## src/sv/par_pkg.sv

```systemverilog
// Package for the pressure alarm reporter: field widths, codes, the command
// and configuration structs, and the Modbus CRC-16 byte update.
// No dependencies; every other file refers to it by scoped names.
package par_pkg;

    localparam int SAMPLE_W    = 12;
    localparam int IN_CHANNELS = 7;
    localparam int SUM_W       = 19;
    localparam int LIMIT_W     = 10;
    localparam int ADDR_W      = 8;
    localparam int CFG_W       = 10;
    localparam int CFG_IDX_W   = 2;
    localparam int FLAG_W      = 7;
    localparam int BYTE_W      = 8;
    localparam int CRC_W       = 16;
    localparam int S_TDATA_W   = 88;
    localparam int M_TDATA_W   = 24;

    localparam int CHANNELS_DEF            = 7;
    localparam int SAMPLES_PER_AVERAGE_DEF = 100;
    localparam int REPORT_WORDS_DEF        = 8;

    localparam int QUEUE_DEPTH = 2;
    localparam int QPTR_W      = 1;
    localparam int QCNT_W      = 2;

    // floor(sum * 10 / 4095) equals (sum * SCALE_MULT) >> SCALE_SHIFT for any 19-bit sum.
    localparam int          SCALE_SHIFT = 35;
    localparam int          MULT_W      = 27;
    localparam int          PROD_W      = SUM_W + MULT_W;
    localparam int          VALUE_W     = PROD_W - SCALE_SHIFT;
    localparam logic [26:0] SCALE_MULT  = 27'd83906570;

    localparam logic KIND_SAMPLE   = 1'b0;
    localparam logic KIND_TICK     = 1'b1;
    localparam logic RESULT_STATUS = 1'b0;
    localparam logic RESULT_FRAME  = 1'b1;

    localparam logic [CFG_IDX_W-1:0] REG_START_LIMIT   = 2'd0;
    localparam logic [CFG_IDX_W-1:0] REG_LOW_LIMIT     = 2'd1;
    localparam logic [CFG_IDX_W-1:0] REG_HIGH_LIMIT    = 2'd2;
    localparam logic [CFG_IDX_W-1:0] REG_SLAVE_ADDRESS = 2'd3;

    localparam logic [LIMIT_W-1:0] START_LIMIT_RST   = 10'd100;
    localparam logic [LIMIT_W-1:0] LOW_LIMIT_RST     = 10'd300;
    localparam logic [LIMIT_W-1:0] HIGH_LIMIT_RST    = 10'd600;
    localparam logic [ADDR_W-1:0]  SLAVE_ADDRESS_RST = 8'd1;

    localparam logic [BYTE_W-1:0] FUNC_WRITE_MULTI = 8'h10;
    localparam logic [CRC_W-1:0]  CRC_INIT         = 16'hFFFF;
    localparam logic [CRC_W-1:0]  CRC_POLY         = 16'hA001;

    typedef struct packed {
        logic                                 kind;
        logic [IN_CHANNELS-1:0][SAMPLE_W-1:0] samples;
    } cmd_t;

    typedef struct packed {
        logic [LIMIT_W-1:0] start_limit;
        logic [LIMIT_W-1:0] low_limit;
        logic [LIMIT_W-1:0] high_limit;
        logic [ADDR_W-1:0]  slave_address;
    } cfg_t;

    function automatic logic [CRC_W-1:0] crc16_byte(input logic [CRC_W-1:0] crc_in,
                                                    input logic [BYTE_W-1:0] data);
        logic [CRC_W-1:0] crc;
        crc = crc_in ^ {8'h00, data};
        for (int k = 0; k < 8; k++) begin
            if (crc[0]) begin
                crc = (crc >> 1) ^ CRC_POLY;
            end else begin
                crc = crc >> 1;
            end
        end
        return crc;
    endfunction

endpackage

```

## src/sv/pressure_alarm_modbus_reporter.sv

```systemverilog
// Pressure alarm reporter top level: configuration registers, front queue and back end.
// Depends on par_pkg, par_front and par_back.
// Throughput: one sample set per cycle while the back end is idle; closing an average
// scales the channels, one channel per cycle, through the shared scaling multiplier.
// The status result is registered once those channels are scaled; a tick gives its
// frame bytes one byte per cycle while m_tready is high, 25 bytes by default.
// Reset (synchronous, aresetn low) clears sums, counts, flags and the queue and loads
// the register defaults.
module pressure_alarm_modbus_reporter #(
    parameter int CHANNELS            = par_pkg::CHANNELS_DEF,
    parameter int SAMPLES_PER_AVERAGE = par_pkg::SAMPLES_PER_AVERAGE_DEF,
    parameter int REPORT_WORDS        = par_pkg::REPORT_WORDS_DEF
) (
    input  logic                          aclk,
    input  logic                          aresetn,
    input  logic                          cfg_wr_en,
    input  logic [par_pkg::CFG_IDX_W-1:0] cfg_index,
    input  logic [par_pkg::CFG_W-1:0]     cfg_wdata,
    input  logic                          s_tvalid,
    output logic                          s_tready,
    // s_tdata: sample_ch0 [11:0] up to sample_ch6 [83:72], zero padding [87:84]
    input  logic [par_pkg::S_TDATA_W-1:0] s_tdata,
    // s_tuser: kind [0]
    input  logic                          s_tuser,
    output logic                          m_tvalid,
    input  logic                          m_tready,
    // m_tdata: low_alarms [6:0], high_alarms [13:7], frame_byte [21:14], zero [23:22]
    output logic [par_pkg::M_TDATA_W-1:0] m_tdata,
    // m_tuser: result_kind [0]
    output logic                          m_tuser,
    output logic                          m_tlast
);

    par_pkg::cfg_t cfg_reg;
    logic          q_valid;
    par_pkg::cmd_t q_cmd;
    logic          q_pop;

    always_ff @(posedge aclk) begin
        if (!aresetn) begin
            cfg_reg.start_limit   <= par_pkg::START_LIMIT_RST;
            cfg_reg.low_limit     <= par_pkg::LOW_LIMIT_RST;
            cfg_reg.high_limit    <= par_pkg::HIGH_LIMIT_RST;
            cfg_reg.slave_address <= par_pkg::SLAVE_ADDRESS_RST;
        end else if (cfg_wr_en) begin
            case (cfg_index)
                par_pkg::REG_START_LIMIT: begin
                    cfg_reg.start_limit <= cfg_wdata;
                end
                par_pkg::REG_LOW_LIMIT: begin
                    cfg_reg.low_limit <= cfg_wdata;
                end
                par_pkg::REG_HIGH_LIMIT: begin
                    cfg_reg.high_limit <= cfg_wdata;
                end
                par_pkg::REG_SLAVE_ADDRESS: begin
                    cfg_reg.slave_address <= cfg_wdata[par_pkg::ADDR_W-1:0];
                end
                default: begin
                end
            endcase
        end
    end

    par_front u_front (
        .aclk     (aclk),
        .aresetn  (aresetn),
        .s_tvalid (s_tvalid),
        .s_tready (s_tready),
        .s_tdata  (s_tdata),
        .s_tuser  (s_tuser),
        .q_valid  (q_valid),
        .q_cmd    (q_cmd),
        .q_pop    (q_pop)
    );

    par_back #(
        .CHANNELS            (CHANNELS),
        .SAMPLES_PER_AVERAGE (SAMPLES_PER_AVERAGE),
        .REPORT_WORDS        (REPORT_WORDS)
    ) u_back (
        .aclk     (aclk),
        .aresetn  (aresetn),
        .cfg      (cfg_reg),
        .q_valid  (q_valid),
        .q_cmd    (q_cmd),
        .q_pop    (q_pop),
        .m_tvalid (m_tvalid),
        .m_tready (m_tready),
        .m_tdata  (m_tdata),
        .m_tuser  (m_tuser),
        .m_tlast  (m_tlast)
    );

endmodule

```

## src/sv/par_front.sv

```systemverilog
// Front end of the pressure alarm reporter: accepts input transfers, splits
// them into kind and channel readings, and holds them in a two-entry queue.
// Depends on par_pkg.
module par_front (
    input  logic                         aclk,
    input  logic                         aresetn,
    input  logic                         s_tvalid,
    output logic                         s_tready,
    // s_tdata: sample_ch0 [11:0] up to sample_ch6 [83:72], zero padding [87:84]
    input  logic [par_pkg::S_TDATA_W-1:0] s_tdata,
    // s_tuser: kind [0]
    input  logic                         s_tuser,
    output logic                         q_valid,
    output par_pkg::cmd_t                q_cmd,
    input  logic                         q_pop
);

    par_pkg::cmd_t                  entry_reg [par_pkg::QUEUE_DEPTH];
    logic [par_pkg::QPTR_W-1:0]     wr_ptr_reg, wr_ptr_next;
    logic [par_pkg::QPTR_W-1:0]     rd_ptr_reg, rd_ptr_next;
    logic [par_pkg::QCNT_W-1:0]     count_reg, count_next;
    par_pkg::cmd_t                  in_cmd;
    logic                           push;
    logic                           pop;

    always_comb begin
        in_cmd.kind = s_tuser;
        for (int c = 0; c < par_pkg::IN_CHANNELS; c++) begin
            in_cmd.samples[c] = s_tdata[c*par_pkg::SAMPLE_W +: par_pkg::SAMPLE_W];
        end
    end

    assign s_tready = (count_reg != par_pkg::QCNT_W'(par_pkg::QUEUE_DEPTH));
    assign q_valid  = (count_reg != '0);
    assign q_cmd    = entry_reg[rd_ptr_reg];
    assign push     = s_tvalid && s_tready;
    assign pop      = q_pop && q_valid;

    always_comb begin
        wr_ptr_next = push ? wr_ptr_reg + 1'b1 : wr_ptr_reg;
        rd_ptr_next = pop ? rd_ptr_reg + 1'b1 : rd_ptr_reg;
        count_next  = count_reg;
        if (push && !pop) begin
            count_next = count_reg + 1'b1;
        end else if (pop && !push) begin
            count_next = count_reg - 1'b1;
        end
    end

    always_ff @(posedge aclk) begin
        if (!aresetn) begin
            wr_ptr_reg <= '0;
            rd_ptr_reg <= '0;
            count_reg  <= '0;
        end else begin
            wr_ptr_reg <= wr_ptr_next;
            rd_ptr_reg <= rd_ptr_next;
            count_reg  <= count_next;
        end
    end

    always_ff @(posedge aclk) begin
        if (push) begin
            entry_reg[wr_ptr_reg] <= in_cmd;
        end
    end

endmodule

```

## src/sv/par_back.sv

```systemverilog
// Back end of the pressure alarm reporter: channel sums, the shared scaling
// multiplier, threshold classification, and the Modbus frame and CRC sequencer.
// Depends on par_pkg; drives the result stream through its output register.
module par_back #(
    parameter int CHANNELS            = par_pkg::CHANNELS_DEF,
    parameter int SAMPLES_PER_AVERAGE = par_pkg::SAMPLES_PER_AVERAGE_DEF,
    parameter int REPORT_WORDS        = par_pkg::REPORT_WORDS_DEF
) (
    input  logic                          aclk,
    input  logic                          aresetn,
    input  par_pkg::cfg_t                 cfg,
    input  logic                          q_valid,
    input  par_pkg::cmd_t                 q_cmd,
    output logic                          q_pop,
    output logic                          m_tvalid,
    input  logic                          m_tready,
    // m_tdata: low_alarms [6:0], high_alarms [13:7], frame_byte [21:14], zero [23:22]
    output logic [par_pkg::M_TDATA_W-1:0] m_tdata,
    // m_tuser: result_kind [0]
    output logic                          m_tuser,
    output logic                          m_tlast
);

    localparam int CNT_W      = $clog2(SAMPLES_PER_AVERAGE + 1);
    localparam int CH_W       = $clog2(CHANNELS + 1);
    localparam int IDX_W      = (CHANNELS > 1) ? $clog2(CHANNELS) : 1;
    localparam int FRAME_LEN  = 9 + 2 * REPORT_WORDS;
    localparam int CRC_LO_POS = 7 + 2 * REPORT_WORDS;
    localparam int BIDX_W     = $clog2(FRAME_LEN);
    localparam logic [7:0] WORD_COUNT_BYTE = 8'(REPORT_WORDS);
    localparam logic [7:0] BYTE_COUNT_BYTE = 8'(2 * REPORT_WORDS);

    typedef enum logic [2:0] {
        ST_IDLE,
        ST_SCALE,
        ST_STATUS,
        ST_FRAME
    } state_t;

    state_t                           state_reg, state_next;
    logic [par_pkg::SUM_W-1:0]        sums_reg [CHANNELS];
    logic [par_pkg::SUM_W-1:0]        sums_next [CHANNELS];
    logic [par_pkg::SUM_W-1:0]        sample_ext [CHANNELS];
    logic [CNT_W-1:0]                 count_reg, count_next;
    logic [CH_W-1:0]                  ch_reg, ch_next;
    logic [IDX_W-1:0]                 pch_reg, pch_next;
    logic                             pend_reg, pend_next;
    logic [par_pkg::PROD_W-1:0]       prod_reg, prod_next;
    logic [CHANNELS-1:0]              lo_acc_reg, lo_acc_next;
    logic [CHANNELS-1:0]              hi_acc_reg, hi_acc_next;
    logic [par_pkg::FLAG_W-1:0]       low_flags_reg, low_flags_next;
    logic [par_pkg::FLAG_W-1:0]       high_flags_reg, high_flags_next;
    logic [BIDX_W-1:0]                bidx_reg, bidx_next;
    logic [par_pkg::CRC_W-1:0]        crc_reg, crc_next;
    logic                             m_tvalid_reg, m_tvalid_next;
    logic                             m_tuser_reg, m_tuser_next;
    logic                             m_tlast_reg, m_tlast_next;
    logic [par_pkg::FLAG_W-1:0]       m_low_reg, m_low_next;
    logic [par_pkg::FLAG_W-1:0]       m_high_reg, m_high_next;
    logic [par_pkg::BYTE_W-1:0]       m_byte_reg, m_byte_next;
    logic [par_pkg::FLAG_W-1:0]       lo7, hi7;
    logic [par_pkg::VALUE_W-1:0]      value;
    logic [par_pkg::BYTE_W-1:0]       fbyte;
    logic [IDX_W-1:0]                 ch_idx;
    logic                             out_free;

    for (genvar g = 0; g < CHANNELS; g++) begin : g_sample
        if (g < par_pkg::IN_CHANNELS) begin : g_in
            assign sample_ext[g] = par_pkg::SUM_W'(q_cmd.samples[g]);
        end else begin : g_zero
            assign sample_ext[g] = '0;
        end
    end

    for (genvar g = 0; g < par_pkg::FLAG_W; g++) begin : g_flag
        if (g < CHANNELS) begin : g_used
            assign lo7[g] = lo_acc_reg[g];
            assign hi7[g] = hi_acc_reg[g];
        end else begin : g_none
            assign lo7[g] = 1'b0;
            assign hi7[g] = 1'b0;
        end
    end

    assign value    = prod_reg[par_pkg::PROD_W-1:par_pkg::SCALE_SHIFT];
    assign ch_idx   = ch_reg[IDX_W-1:0];
    assign out_free = !m_tvalid_reg || m_tready;

    always_comb begin
        if (bidx_reg == BIDX_W'(0)) begin
            fbyte = cfg.slave_address;
        end else if (bidx_reg == BIDX_W'(1)) begin
            fbyte = par_pkg::FUNC_WRITE_MULTI;
        end else if (bidx_reg == BIDX_W'(5)) begin
            fbyte = WORD_COUNT_BYTE;
        end else if (bidx_reg == BIDX_W'(6)) begin
            fbyte = BYTE_COUNT_BYTE;
        end else if (bidx_reg == BIDX_W'(7)) begin
            fbyte = 8'(high_flags_reg);
        end else if (bidx_reg == BIDX_W'(8)) begin
            fbyte = 8'(low_flags_reg);
        end else if (bidx_reg == BIDX_W'(CRC_LO_POS)) begin
            fbyte = crc_reg[7:0];
        end else if (bidx_reg == BIDX_W'(CRC_LO_POS + 1)) begin
            fbyte = crc_reg[15:8];
        end else begin
            fbyte = '0;
        end
    end

    always_comb begin
        state_next      = state_reg;
        sums_next       = sums_reg;
        count_next      = count_reg;
        ch_next         = ch_reg;
        pch_next        = pch_reg;
        pend_next       = pend_reg;
        prod_next       = prod_reg;
        lo_acc_next     = lo_acc_reg;
        hi_acc_next     = hi_acc_reg;
        low_flags_next  = low_flags_reg;
        high_flags_next = high_flags_reg;
        bidx_next       = bidx_reg;
        crc_next        = crc_reg;
        m_tvalid_next   = m_tvalid_reg && !m_tready;
        m_tuser_next    = m_tuser_reg;
        m_tlast_next    = m_tlast_reg;
        m_low_next      = m_low_reg;
        m_high_next     = m_high_reg;
        m_byte_next     = m_byte_reg;
        q_pop           = 1'b0;

        case (state_reg)
            ST_IDLE: begin
                if (q_valid) begin
                    q_pop = 1'b1;
                    if (q_cmd.kind == par_pkg::KIND_SAMPLE) begin
                        for (int c = 0; c < CHANNELS; c++) begin
                            sums_next[c] = sums_reg[c] + sample_ext[c];
                        end
                        if (count_reg == CNT_W'(SAMPLES_PER_AVERAGE - 1)) begin
                            count_next  = '0;
                            ch_next     = '0;
                            pend_next   = 1'b0;
                            lo_acc_next = '0;
                            hi_acc_next = '0;
                            state_next  = ST_SCALE;
                        end else begin
                            count_next = count_reg + 1'b1;
                        end
                    end else begin
                        bidx_next  = '0;
                        crc_next   = par_pkg::CRC_INIT;
                        state_next = ST_FRAME;
                    end
                end
            end
            ST_SCALE: begin
                if (pend_reg) begin
                    if (value >= par_pkg::VALUE_W'(cfg.start_limit) &&
                        value <= par_pkg::VALUE_W'(cfg.low_limit)) begin
                        lo_acc_next[pch_reg] = 1'b1;
                    end else if (value >= par_pkg::VALUE_W'(cfg.high_limit)) begin
                        hi_acc_next[pch_reg] = 1'b1;
                    end
                end
                if (ch_reg < CH_W'(CHANNELS)) begin
                    prod_next         = par_pkg::PROD_W'(sums_reg[ch_idx]) *
                                        par_pkg::PROD_W'(par_pkg::SCALE_MULT);
                    sums_next[ch_idx] = '0;
                    pch_next          = ch_idx;
                    pend_next         = 1'b1;
                    ch_next           = ch_reg + 1'b1;
                end else begin
                    pend_next  = 1'b0;
                    state_next = ST_STATUS;
                end
            end
            ST_STATUS: begin
                if (out_free) begin
                    low_flags_next  = lo7;
                    high_flags_next = hi7;
                    m_tvalid_next   = 1'b1;
                    m_tuser_next    = par_pkg::RESULT_STATUS;
                    m_low_next      = lo7;
                    m_high_next     = hi7;
                    m_byte_next     = '0;
                    m_tlast_next    = 1'b1;
                    state_next      = ST_IDLE;
                end
            end
            ST_FRAME: begin
                if (out_free) begin
                    m_tvalid_next = 1'b1;
                    m_tuser_next  = par_pkg::RESULT_FRAME;
                    m_low_next    = low_flags_reg;
                    m_high_next   = high_flags_reg;
                    m_byte_next   = fbyte;
                    if (bidx_reg < BIDX_W'(CRC_LO_POS)) begin
                        crc_next = par_pkg::crc16_byte(crc_reg, fbyte);
                    end
                    if (bidx_reg == BIDX_W'(FRAME_LEN - 1)) begin
                        m_tlast_next = 1'b1;
                        state_next   = ST_IDLE;
                    end else begin
                        m_tlast_next = 1'b0;
                        bidx_next    = bidx_reg + 1'b1;
                    end
                end
            end
            default: begin
                state_next = ST_IDLE;
            end
        endcase
    end

    always_ff @(posedge aclk) begin
        if (!aresetn) begin
            state_reg      <= ST_IDLE;
            sums_reg       <= '{default: '0};
            count_reg      <= '0;
            ch_reg         <= '0;
            pend_reg       <= 1'b0;
            lo_acc_reg     <= '0;
            hi_acc_reg     <= '0;
            low_flags_reg  <= '0;
            high_flags_reg <= '0;
            bidx_reg       <= '0;
            crc_reg        <= par_pkg::CRC_INIT;
            m_tvalid_reg   <= 1'b0;
        end else begin
            state_reg      <= state_next;
            sums_reg       <= sums_next;
            count_reg      <= count_next;
            ch_reg         <= ch_next;
            pend_reg       <= pend_next;
            lo_acc_reg     <= lo_acc_next;
            hi_acc_reg     <= hi_acc_next;
            low_flags_reg  <= low_flags_next;
            high_flags_reg <= high_flags_next;
            bidx_reg       <= bidx_next;
            crc_reg        <= crc_next;
            m_tvalid_reg   <= m_tvalid_next;
        end
        pch_reg     <= pch_next;
        prod_reg    <= prod_next;
        m_tuser_reg <= m_tuser_next;
        m_tlast_reg <= m_tlast_next;
        m_low_reg   <= m_low_next;
        m_high_reg  <= m_high_next;
        m_byte_reg  <= m_byte_next;
    end

    assign m_tvalid = m_tvalid_reg;
    assign m_tuser  = m_tuser_reg;
    assign m_tlast  = m_tlast_reg;
    assign m_tdata  = {2'b00, m_byte_reg, m_high_reg, m_low_reg};

endmodule
```

## config.mk

```make
export PLATFORM = sky130hd
export DESIGN_NAME = pressure_alarm_modbus_reporter
export DESIGN_NICKNAME = d
export VERILOG_FILES = /design/src/sv/par_pkg.sv /design/src/sv/pressure_alarm_modbus_reporter.sv /design/src/sv/par_front.sv /design/src/sv/par_back.sv
export SDC_FILE = /design/constraint.sdc
export NUM_CORES = 1
export LEC_CHECK = 0
export BUFFER_PORTS_ARGS = -buffer_cell sky130_fd_sc_hd__buf_2
export CAP_MARGIN = 5
export CORE_UTILIZATION = 40
export DETAILED_ROUTE_END_ITERATION = 10
export SKIP_LAST_GASP = 1
export SLEW_MARGIN = 10
export SYNTH_ARGS = -nofsm -noshare
export SYNTH_HDL_FRONTEND = slang
export SYNTH_SLANG_ARGS = --single-unit
export TNS_END_PERCENT = 30
```

## constraint.sdc

```tcl
create_clock -name aclk -period 9.4 [get_ports aclk]
set_input_delay 0.47 -clock aclk [delete_from_list [all_inputs] [get_ports aclk]]
set_output_delay 0.47 -clock aclk [all_outputs]
set_load 0.01 [all_outputs]
```

==> flow_metrics.env <==
export IMPL_grt_pass1_vias=19400
export IMPL_dp_cells=3504
export IMPL_synthDistinctLibCells=80
export IMPL_utilization_pct=45.8
export IMPL_min_period_ns=7.14
export IMPL_grt_max_degree=76
export IMPL_clockRootBuffer="clkbuf_16"
export IMPL_finalWirelength_um=63500
export IMPL_drive_gt1_share_pct=12.9
export IMPL_multi_input_area_mm2=0.0136
export IMPL_vias=19600
export IMPL_nets=3098
export IMPL_syn_avg_cell_area_um2=9.80
export IMPL_timing_hold_ws_ns=0.0378
export IMPL_antenna_left=0
export IMPL_area_growth_pct=12.7
export IMPL_rsz0062_at_grt="no"
export IMPL_vdd_ir_drop_max_uv=185
export IMPL_yosys_area_top_type="edfxtp_1"
export IMPL_antenna_cells=0
export IMPL_die_width_um=255
export IMPL_synth_area_mm2=0.0257
export IMPL_via_per_inst=5.43
export IMPL_start_util_pct=40.6
export IMPL_status="finished clean"
export IMPL_drv_slew=0
export IMPL_post_dp_cell_area_mm2=0.0271
export IMPL_synth_area_top_cells="edfxtp_1, dfxtp_1, ha_1, nand2_1, mux2_2"
export IMPL_gp_congestion=0.897
export IMPL_cts_tree="built"
export IMPL_postCtsSetupBuffers=0
export IMPL_synth_edf_count=208
export IMPL_core_area_mm2=0.0632
export IMPL_ys_flop_type="dfxtp_1"
export IMPL_cp_end_kind="flop"
export IMPL_power_total_mw=7.25
export IMPL_dr_first_iter_drc_count=1182
export IMPL_setup_violations=0
export IMPL_dieArea_mm2=0.0652
export IMPL_cp_start_kind="flop"
export IMPL_cts_buffers=51
export IMPL_worst_path_max_fanout=41
export IMPL_rows=92
export IMPL_cp_arrival_ns=7.46
export IMPL_synthCells=2620
export IMPL_port_buffers=127
export IMPL_wl_per_cell_um=17.6
export IMPL_path_clk_slew_ns=0.06
export IMPL_die_y_um=255
export IMPL_tightest_slew_ns=1.13
export IMPL_dp_slack_ns=2.30
export IMPL_fin_ws_ns=2.26
export IMPL_grt_overflow_total=0
export IMPL_fill_cells=5956
export IMPL_max_slew_margin_pct=24.8
export IMPL_hpwlAfterDp_um=46400
export IMPL_largest_register_ff_count=170
export IMPL_firstDrtPassIters=5
export IMPL_drc_errors=0
export IMPL_report_final_hold_viol_count=0
export IMPL_fmax_ghz=0.140
export IMPL_synth_common_cells="nand2_1, ha_1, dfxtp_1"
export IMPL_synth_most_common_cell="nand2_1"
export IMPL_antenna_found_initial=0
export IMPL_cts_htree_levels=2
export IMPL_setup_tns_ns=0
export IMPL_ys_warnings_count=0
export IMPL_async_flop_share_pct=0
export IMPL_power_density_mw_per_mm2=251
export IMPL_cts_sinks=447
export IMPL_finalInstanceArea_mm2=0.0289
export IMPL_ioPinCount=134
export IMPL_hp_class="input port to flop"
export IMPL_ys_seq_elements=447
export IMPL_yosysSeqAreaShare_pct=43.0
export IMPL_ctsResizeCount=0
export IMPL_grt_pass1_wl_um=102000
export IMPL_ctsHoldBuffers=0
export IMPL_synthDominantCellAreaShare_pct=24.3
export IMPL_worstSetupPathType="flop to flop"
export IMPL_crit_required_ns=9.72
export IMPL_regArea_mm2=0.0110
export IMPL_grt_usage_pct=19.1
export IMPL_p_leak_nw=12.1
export IMPL_drv_cap=0
export IMPL_instances_no_fill=3600
export IMPL_timing_final_crit_share_pct=76.0
export IMPL_clock_skew_ns=0.0573
export IMPL_clk_latency_ns=0.62
export IMPL_cts_max_path_buffers=3
kinds of logic (layout without fill, tap and decap cells):
kind of cell / Yosys count / in the layout / synth area share [%]
AO/OA/AOI/OAI: 629 / 629 / 15.4
XOR/XNOR: 96 / 96 / 3.36
adder cells (fa/ha/maj): 281 / 281 / 14.8
buffers and inverters: 285 / 418 / 4.26
flip-flops: 447 / 447 / 43.0
multiplexers: 134 / 134 / 6.11
other: 1 / 2 / 0.0146
AND/OR/NAND/NOR: 747 / 747 / 13.0
final timing paths:
path                                         start                               endpoint  slack [ns]  cells after the start
max                  u_back.ch_idx[1]$_SDFFE_PN0P_          u_back.prod_reg[45]$_DFFE_PP_        2.26                     25
min                                    s_tdata[46]     u_front.entry_reg[1][46]$_DFFE_PP_        0.04                      1
max reg2reg          u_back.ch_idx[1]$_SDFFE_PN0P_          u_back.prod_reg[45]$_DFFE_PP_        2.26                     25
min reg2reg  u_back.high_flags_reg[4]$_SDFFE_PN0P_  u_back.high_flags_reg[4]$_SDFFE_PN0P_        0.46                      2
layout make-up:
class / count / area share [%]
inverter: 171 / 2.23
multi-input combinational: 1889 / 46.9
sequential: 447 / 38.2
clock inverter: 29 / 1.24
tap: 846 / 3.66
clock buffer: 67 / 4.95
timing repair buffer: 151 / 2.82
report_power, final:
part	internal (mW)	switching (mW)	total, mW
clock	1.27	0.819	2.09
combinational	1.04	1.55	2.59
sequential	2.36	0.223	2.58
layout by cell type (no fill, tap or decap), drive strengths merged, types with 38 or more instances in the layout:
master	instances
a21o	44
inv	171
clkbuf	67
nand3	39
dfxtp	239
a22oi	68
o21ai	141
edfxtp	208
nor3	42
mux2	92
nor2	225
fa	38
buf	151
xnor2	57
nand2	295
xor2	38
ha	243
a21oi	192
layer usage:
layer  share of wire [%]  wire, um  track usage, %  up-vias
met1                  44     27800            24.2     9377
met4                 3.2      2040            7.01        0
li1                    -         -               -     9601
met3                 4.1      2610            2.37      111
met5                   0         0               0        -
met2                  49     31000            33.3      473
worst max-delay path, cell delays in order, from the launching register on:
cell	delay, ns
dfxtp_2	0.62
buf_4	0.56
mux2_2	0.41
a22oi_1	0.15
nor2_1	0.06
a21oi_1	0.13
o21ai_0	0.18
ha_1	0.34
ha_1	0.31
inv_1	0.09
fa_1	0.55
inv_1	0.06
fa_1	0.42
ha_1	0.29
ha_1	0.33
a21o_1	0.18
a21o_1	0.18
a21o_1	0.18
a2111o_1	0.42
a32oi_1	0.20
o21ai_0	0.14
a41oi_1	0.38
nor2b_1	0.12
a31o_2	0.29
a21oi_1	0.18
xnor2_1	0.08
Power figures use the tool's default switching activity.
